===== src/hw/rtl/mbc_pkg.sv =====
// Shared constants, types and helper functions of the metronome click generator.
`default_nettype none

package mbc_pkg;

  localparam int FPB_W        = 24;
  localparam int METER_W      = 4;
  localparam int MASK_W       = 12;
  localparam int CLEN_W       = 12;
  localparam int OFS_W        = 17;
  localparam int POS_W        = 4;
  localparam int SAMPLE_W     = 16;
  localparam int TADDR_W      = 11;
  localparam int VC_W         = 25;
  localparam int CFG_IDX_W    = 3;
  localparam int CFG_DATA_W   = 24;
  localparam int MAX_BEATS    = 12;
  localparam int CLICK_DEPTH_DEF = 2048;
  localparam int S_TDATA_W    = 32;
  localparam int S_TUSER_W    = 2;
  localparam int M_TDATA_W    = 32;

  localparam logic OP_FRAME       = 1'b0;
  localparam logic OP_TABLE_WRITE = 1'b1;
  localparam logic TABLE_NORMAL   = 1'b0;
  localparam logic TABLE_ACCENT   = 1'b1;

  typedef enum logic [CFG_IDX_W-1:0] {
    REG_FRAMES_PER_BEAT = 3'd0,
    REG_METER_BEATS     = 3'd1,
    REG_ACCENT_MASK     = 3'd2,
    REG_CLICK_LENGTH    = 3'd3,
    REG_VOICE_OFFSET    = 3'd4,
    REG_FIRST_BEAT_ONLY = 3'd5,
    REG_VOICE_ENABLE    = 3'd6
  } cfg_reg_t;

  // Per-frame results of the scheduler, before the click sample arrives.
  typedef struct packed {
    logic             play;
    logic             play_accent;
    logic             beat_start;
    logic [POS_W-1:0] beat_index;
    logic             beat_accent;
    logic             voice_start;
    logic [POS_W-1:0] voice_beat;
  } mbc_frame_t;

  // Effective meter: zero reads as one, large values saturate.
  function automatic logic [POS_W-1:0] meter_clamp(input logic [METER_W-1:0] v);
    logic [POS_W-1:0] m;
    m = POS_W'(v);
    if (v == '0) m = POS_W'(1);
    else if (32'(v) > MAX_BEATS) m = POS_W'(MAX_BEATS);
    return m;
  endfunction

  // Narrow remainder by conditional subtraction of shifted divisors.
  function automatic logic [POS_W-1:0] mod_small(input logic [POS_W-1:0] x,
                                                 input logic [POS_W-1:0] m);
    logic [2*POS_W-1:0] r;
    logic [2*POS_W-1:0] md;
    r  = (2*POS_W)'(x);
    md = (2*POS_W)'(m);
    for (int k = POS_W - 1; k >= 0; k--) begin
      if (r >= (md << k)) r = r - (md << k);
    end
    return r[POS_W-1:0];
  endfunction

endpackage

`default_nettype wire


===== src/hw/rtl/mbc_beat_sched.sv =====
// Configuration registers, beat, click and voice counters, and the voice realignment divider.
`default_nettype none

module mbc_beat_sched
  import mbc_pkg::*;
#(
  parameter int CLICK_DEPTH = CLICK_DEPTH_DEF,
  localparam int AW = $clog2(CLICK_DEPTH)
) (
  input  wire logic                  clk,
  input  wire logic                  rst,
  input  wire logic                  cfg_valid,
  input  wire logic [CFG_IDX_W-1:0]  cfg_index,
  input  wire logic [CFG_DATA_W-1:0] cfg_data,
  output logic                       cfg_ready,
  input  wire logic                  frame_step,
  output logic                       idle,
  output logic [AW-1:0]              click_addr,
  output mbc_frame_t                 frame
);

  localparam int LEN_W     = $clog2(CLICK_DEPTH + 1);
  localparam int DIV_STEPS = OFS_W;
  localparam int CNT_W     = $clog2(DIV_STEPS);
  localparam int T_W       = VC_W + 1;

  typedef enum logic [2:0] {
    S_IDLE = 3'b001,
    S_DIV  = 3'b010,
    S_DONE = 3'b100
  } div_state_t;

  div_state_t        state, state_next;
  logic [FPB_W-1:0]  fpb, fpb_next;
  logic [METER_W-1:0] meter_r, meter_next;
  logic [MASK_W-1:0] mask, mask_next;
  logic [CLEN_W-1:0] clen, clen_next;
  logic [OFS_W-1:0]  ofs, ofs_next;
  logic              fbo, fbo_next;
  logic              ven, ven_next;
  logic [FPB_W-1:0]  ftb, ftb_next;
  logic [POS_W-1:0]  bpos, bpos_next;
  logic              cactive, cactive_next;
  logic              caccent, caccent_next;
  logic [AW-1:0]     cpos, cpos_next;
  logic [VC_W-1:0]   vc, vc_next;
  logic [POS_W-1:0]  vpos, vpos_next;
  logic [FPB_W-1:0]  div_rem, div_rem_next;
  logic [OFS_W-1:0]  div_n, div_n_next;
  logic [POS_W-1:0]  div_qm, div_qm_next;
  logic [CNT_W-1:0]  div_cnt, div_cnt_next;

  logic [POS_W-1:0]  m_eff;
  logic [POS_W-1:0]  m_new;
  logic [FPB_W-1:0]  per;
  logic [LEN_W-1:0]  len_eff;
  logic              realign;
  logic [T_W-1:0]    t_sum;
  logic [FPB_W:0]    r2;
  logic              ge;
  logic [POS_W:0]    qm2;
  logic [POS_W:0]    jm;
  logic [POS_W:0]    psum;
  logic              beat;
  logic [POS_W-1:0]  pos_inc;
  logic [AW-1:0]     play_pos;
  logic [POS_W-1:0]  vpos_inc;

  always_comb begin
    m_eff = meter_clamp(meter_r);
    per   = (fpb == '0) ? FPB_W'(1) : fpb;
    if (clen == '0) len_eff = LEN_W'(1);
    else if (32'(clen) > CLICK_DEPTH) len_eff = LEN_W'(CLICK_DEPTH);
    else len_eff = LEN_W'(clen);
  end

  assign cfg_ready = (state == S_IDLE);
  assign idle      = (state == S_IDLE);

  always_comb begin
    state_next   = state;
    fpb_next     = fpb;
    meter_next   = meter_r;
    mask_next    = mask;
    clen_next    = clen;
    ofs_next     = ofs;
    fbo_next     = fbo;
    ven_next     = ven;
    ftb_next     = ftb;
    bpos_next    = bpos;
    cactive_next = cactive;
    caccent_next = caccent;
    cpos_next    = cpos;
    vc_next      = vc;
    vpos_next    = vpos;
    div_rem_next = div_rem;
    div_n_next   = div_n;
    div_qm_next  = div_qm;
    div_cnt_next = div_cnt;
    frame        = '0;
    click_addr   = '0;
    realign      = 1'b0;
    m_new        = meter_clamp(cfg_data[METER_W-1:0]);
    t_sum        = '0;
    r2           = '0;
    ge           = 1'b0;
    qm2          = '0;
    jm           = '0;
    psum         = '0;
    beat         = 1'b0;
    pos_inc      = '0;
    play_pos     = '0;
    vpos_inc     = '0;

    unique case (state)
      S_IDLE: begin
        if (cfg_valid) begin
          unique case (cfg_index)
            REG_FRAMES_PER_BEAT: begin
              // Rewriting the same tempo leaves the schedule alone.
              if (cfg_data[FPB_W-1:0] != fpb) begin
                fpb_next = cfg_data[FPB_W-1:0];
                ftb_next = (cfg_data[FPB_W-1:0] == '0) ? FPB_W'(1) : cfg_data[FPB_W-1:0];
                realign  = 1'b1;
              end
            end
            REG_METER_BEATS: begin
              meter_next = cfg_data[METER_W-1:0];
              bpos_next  = mod_small(bpos, m_new);
              vpos_next  = mod_small(vpos, m_new);
            end
            REG_ACCENT_MASK:     mask_next = cfg_data[MASK_W-1:0];
            REG_CLICK_LENGTH:    clen_next = cfg_data[CLEN_W-1:0];
            REG_VOICE_OFFSET: begin
              ofs_next = cfg_data[OFS_W-1:0];
              realign  = 1'b1;
            end
            REG_FIRST_BEAT_ONLY: fbo_next = cfg_data[0];
            REG_VOICE_ENABLE:    ven_next = cfg_data[0];
            default: ;
          endcase

          if (realign) begin
            t_sum = T_W'(ftb_next) + {{(T_W-OFS_W){ofs_next[OFS_W-1]}}, ofs_next};
            if (!t_sum[T_W-1]) begin
              vc_next   = t_sum[VC_W-1:0];
              vpos_next = bpos;
            end else begin
              // Cue falls before now: push it forward by whole periods.
              div_n_next   = OFS_W'(-t_sum);
              div_rem_next = '0;
              div_qm_next  = '0;
              div_cnt_next = '0;
              state_next   = S_DIV;
            end
          end
        end else if (frame_step) begin
          beat = (ftb == '0);
          if (beat) begin
            pos_inc = (bpos + POS_W'(1) == m_eff) ? '0 : bpos + POS_W'(1);
            frame.beat_start  = 1'b1;
            frame.beat_index  = bpos;
            frame.beat_accent = (32'(bpos) < MASK_W) ? mask[bpos] : 1'b0;
            bpos_next = pos_inc;
            ftb_next  = per - FPB_W'(1);
          end else begin
            ftb_next = ftb - FPB_W'(1);
          end

          // Click playback: a beat restarts the chosen table from sample zero.
          play_pos          = beat ? '0 : cpos;
          frame.play        = beat | cactive;
          frame.play_accent = beat ? frame.beat_accent : caccent;
          click_addr        = play_pos;
          if (beat) caccent_next = frame.beat_accent;
          if (frame.play) begin
            if (LEN_W'(play_pos) + LEN_W'(1) >= len_eff) begin
              cactive_next = 1'b0;
              cpos_next    = '0;
            end else begin
              cactive_next = 1'b1;
              cpos_next    = play_pos + AW'(1);
            end
          end

          // Voice schedule: countdown never goes below zero.
          if (vc == '0) begin
            vpos_inc = (vpos + POS_W'(1) == m_eff) ? '0 : vpos + POS_W'(1);
            if (ven && (!fbo || vpos == '0)) begin
              frame.voice_start = 1'b1;
              frame.voice_beat  = vpos + POS_W'(1);
            end
            vpos_next = vpos_inc;
            vc_next   = VC_W'(per) - VC_W'(1);
          end else begin
            vc_next = vc - VC_W'(1);
          end
        end
      end

      S_DIV: begin
        // One quotient bit per cycle; keep the quotient modulo the meter.
        r2 = {div_rem, div_n[OFS_W-1]};
        ge = (r2 >= {1'b0, per});
        div_rem_next = ge ? FPB_W'(r2 - {1'b0, per}) : r2[FPB_W-1:0];
        qm2 = {div_qm, 1'b0} + (POS_W+1)'(ge);
        if (qm2 >= {1'b0, m_eff}) qm2 = qm2 - {1'b0, m_eff};
        div_qm_next  = qm2[POS_W-1:0];
        div_n_next   = {div_n[OFS_W-2:0], 1'b0};
        div_cnt_next = div_cnt + CNT_W'(1);
        if (div_cnt == CNT_W'(DIV_STEPS - 1)) state_next = S_DONE;
      end

      S_DONE: begin
        // Round the quotient up and land the cue on the next period boundary.
        jm = {1'b0, div_qm} + (POS_W+1)'(div_rem != '0);
        if (jm >= {1'b0, m_eff}) jm = jm - {1'b0, m_eff};
        psum = {1'b0, bpos} + jm;
        if (psum >= {1'b0, m_eff}) psum = psum - {1'b0, m_eff};
        vpos_next  = psum[POS_W-1:0];
        vc_next    = (div_rem == '0) ? '0 : VC_W'(per - div_rem);
        state_next = S_IDLE;
      end

      default: state_next = S_IDLE;
    endcase
  end

  always_ff @(posedge clk) begin
    if (rst) begin
      state   <= S_IDLE;
      fpb     <= FPB_W'(24000);
      meter_r <= METER_W'(4);
      mask    <= MASK_W'(1);
      clen    <= CLEN_W'(1440);
      ofs     <= '0;
      fbo     <= 1'b0;
      ven     <= 1'b0;
      ftb     <= '0;
      bpos    <= '0;
      cactive <= 1'b0;
      caccent <= 1'b0;
      cpos    <= '0;
      vc      <= '0;
      vpos    <= '0;
    end else begin
      state   <= state_next;
      fpb     <= fpb_next;
      meter_r <= meter_next;
      mask    <= mask_next;
      clen    <= clen_next;
      ofs     <= ofs_next;
      fbo     <= fbo_next;
      ven     <= ven_next;
      ftb     <= ftb_next;
      bpos    <= bpos_next;
      cactive <= cactive_next;
      caccent <= caccent_next;
      cpos    <= cpos_next;
      vc      <= vc_next;
      vpos    <= vpos_next;
    end
  end

  always_ff @(posedge clk) begin
    div_rem <= div_rem_next;
    div_n   <= div_n_next;
    div_qm  <= div_qm_next;
    div_cnt <= div_cnt_next;
  end

  a_bpos_in_meter: assert property (@(posedge clk) disable iff (rst) bpos < m_eff)
    else $error("beat position outside meter");
  a_vpos_in_meter: assert property (@(posedge clk) disable iff (rst)
    state == S_IDLE |-> vpos < m_eff)
    else $error("voice position outside meter");
  a_div_length: assert property (@(posedge clk) disable iff (rst)
    $rose(state == S_DIV) |-> ##(DIV_STEPS) state == S_DONE ##1 state == S_IDLE)
    else $error("realignment divider ran for the wrong number of cycles");
  a_no_frame_busy: assert property (@(posedge clk) disable iff (rst)
    frame_step |-> state == S_IDLE && !cfg_valid)
    else $error("frame stepped during realignment or configuration");

endmodule

`default_nettype wire

===== config.mk =====
export PLATFORM = sky130hd
export DESIGN_NAME = mbc_beat_sched
export DESIGN_NICKNAME = d
export VERILOG_FILES = /design/src/hw/rtl/mbc_pkg.sv /design/src/hw/rtl/mbc_beat_sched.sv
export SDC_FILE = /design/constraint.sdc
export NUM_CORES = 1
export LEC_CHECK = 0
export BUFFER_PORTS_ARGS = -buffer_cell sky130_fd_sc_hd__buf_2
export CORE_ASPECT_RATIO = 1.1
export CORE_MARGIN = 4
export CORE_UTILIZATION = 55
export CTS_CLUSTER_SIZE = 8
export DETAILED_ROUTE_END_ITERATION = 12
export PLACE_DENSITY = 0.72
export SETUP_SLACK_MARGIN = 0.3
export SLEW_MARGIN = 20
export SYNTH_ARGS = -nofsm -noshare
export SYNTH_HDL_FRONTEND = slang
export SYNTH_SLANG_ARGS = --single-unit

===== constraint.sdc =====
create_clock -name clk -period 19.3 [get_ports clk]
set_input_delay 2.895 -clock clk [delete_from_list [all_inputs] [get_ports clk]]
set_output_delay 2.895 -clock clk [all_outputs]
set_load 0.005 [all_outputs]

==> results.toml <==
[synthesis]
synth_top_area_cell = "dfxtp_1"
ys.flop_type = "dfxtp_1"
yosysWarnings = 0
synth_top_area_share_pct = 15.9
syn_nets = 2488
synth_area_sq_mm = 0.0181
synth_area_per_cell_sq_um = 7.87
synth_edf_count = 50
syn_inst = 2303
ys_types = 100
async_reset_ff_share_pct = 0
yosys-top-cells-area = "dfxtp_1 16%, ha_1 9.7%, edfxtp_1 8.3%"
synth-seq-cells = 194
ys_seq_area_share_pct = 24.2

[placement]
gp_congestion = 0.992
dpl.cell_count = 2679
dp_hpwl_um = 42800
portBuffers = 56

[clock_network]
worstSkewPairLatency_ps = 480
clkSinkCount = 194
numCtsBuffers = 17
cts_hold_buf = 0
cts_setup_buffers = 0
cts_tree = "yes"
cts.reportedPaths.clkPinSlew_ps = 80
clockBufferDepth = 2
cts_root_buf = "clkbuf_16"
htreeDepth = 4
ctsResizeCount = 0

[finish]
n_antenna_cell = 0
syn_to_final_growth_pct = 6.27
final_core_util_pct = 59.5
drive_above_1_share_pct = 9.37
seq_area_sq_mm = 0.00438
final_nets = 2457
final_cell_mix = "238 x nor2_1, 207 x a21oi_1, 189 x nand2_1"
fin_cells = 2711
num-fill-cells = 2969
multiInputGateArea_sq_mm = 0.0128
final_common_cell = "nor2_1"

[sta]
hold_ws_ps = 469
layout_min_cycle_time_ps = 10170
finalHoldViolations = 0
tightestPinTransition_ps = 998
rsz0062_at_grt = "no"
finalSetupViolations = 0
clock_skew_ps = 29.5
slew_headroom_pct = 33.3
slew_viol_final = 0
timing.fmax_mhz = 98.3
fin_tns_setup_ps = 0
min_period_over_period_pct = 52.7

[die]
die_h_um = 198
placementRows = 69
ios = 57
die-area_sq_mm = 0.0359
initial_core_util_pct = 55.9
die_x_um = 181
coreArea_sq_mm = 0.0324

[drt]
ant_nets = 0
vias = 17600
vias_per_cell = 6.48
wire_per_inst_um = 21.1
drc_errors = 0
drt-initial-drc-count = 1516
drt_pass1_iterations = 9
wl_um = 57300

[critical_path]
crit_buf_inv = 3
crit_required_ps = 19630
cp_max_fo = 11
worst_ep_arrival_time_ps = 10500
worst_path_largest_cell_delay_ps = 610
worst_setup_path_end_kind = "flip-flop"
cp-start-kind = "input pin"
path_delay_family = "compound AO/OA/AOI/OAI gates"
cpMostUsedCell = "ha_1"
crit_type = "in2reg"
crit_slowest_cell = "nor4_2"

[worst_hold_path]
hold_class = "reg2reg"

[grt]
grt_max_degree = 56
overflow = 0
antenna_found_initial = 0
grt_pass1_wl_um = 90600
grt_pass1_vias = 16900
grtUsageTotal_pct = 31.1

[power_and_ir_drop]
irDropWorstVdd_mv = 0.0666
totalPowerFinal_mw = 1.37
p_per_area_mw_per_mm2 = 71.0
p_leak_nw = 7.93

[status]
outcome = "finished, final reports clean"

[run]
cap_violations = 0
-- state kept, by name, indices dropped and copies added (netlist names), 3 cells and up --
name and flops:
meter_r 4, fpb 24, clen 12, div_n 17, vc 25, bpos 4, cpos 11, ftb 24
state 3, div_cnt 5, div_qm 4, vpos 4, ofs 17, mask 12, div_rem 24
-- cell families after synthesis --
family                     count (synthesis)  share of synthesized area, %
and+or+nand+nor                          795                          21.8
AOI/OAI and AO/OA                        646                          23.6
buffers and inverters                    257                          5.59
DFF                                      194                          24.2
xor gates and xnor gates                 159                          7.69
adders and majority gates                154                          11.2
muxes                                     98                          5.93
-- final timing paths --
path	from	to	slack (ps)	depth (start not counted)
worst max-delay path	cfg_data[1]	vpos[2]	9130	29
worst min-delay path	clen[0]	clen[0]	470	2
worst max register to register	bpos[0]	bpos[1]	11850	30
worst min register to register	clen[0]	clen[0]	470	2
-- Yosys cell counts, drive strengths merged, types with 62 or more instances --
cell / number
a21oi: 209
clkbuf: 108
dfxtp: 144
ha: 141
inv: 120
nand2: 190
nand3: 62
nor2: 241
nor3: 104
o21ai: 105
xnor2: 90
xor2: 69
-- power by group --
| part | total, mW | leakage (nW) | switching, mW | internal (mW) |
|---|---|---|---|---|
| Clock | 0.375 | 0.295 | 0.198 | 0.177 |
| Combinational | 0.521 | 6.01 | 0.310 | 0.212 |
| Sequential | 0.472 | 1.63 | 0.0301 | 0.442 |
-- routing by layer --
layer  vias up  share of wire (%)  GRT usage, %
met1      8278                 42          40.6
met4         0                4.8          14.8
met3       163                7.4          4.92
met5         -                  0             0
li1       8349                  -             -
met2       764                 45          50.7
-- area by class of cell --
class	instances	share of cell area, %
Timing Repair Buffer	87	2.68
Clock inverter	15	0.968
Inverter	120	2.34
Tap cell	426	2.77
Clock buffer	17	2.21
Sequential cell	194	22.8
Multi-Input combinational cell	1852	66.3
-- tightest hold or removal path, stage by stage (launching register included) --
cell	delay (ps)
dfxtp_1	320
nand2_1	50
a21oi_1	50
-- stage by stage --
step / setup WS (ps) / area [sq um]
final: 9130 / 19200
after global routing: 8720 / 19200
after CTS: 9210 / 19200
after detailed placement: 8750 / 18600
after global placement: 8960 / 18600
after floorplan: 8930 / 18100
(Power assumes the default switching activity.)
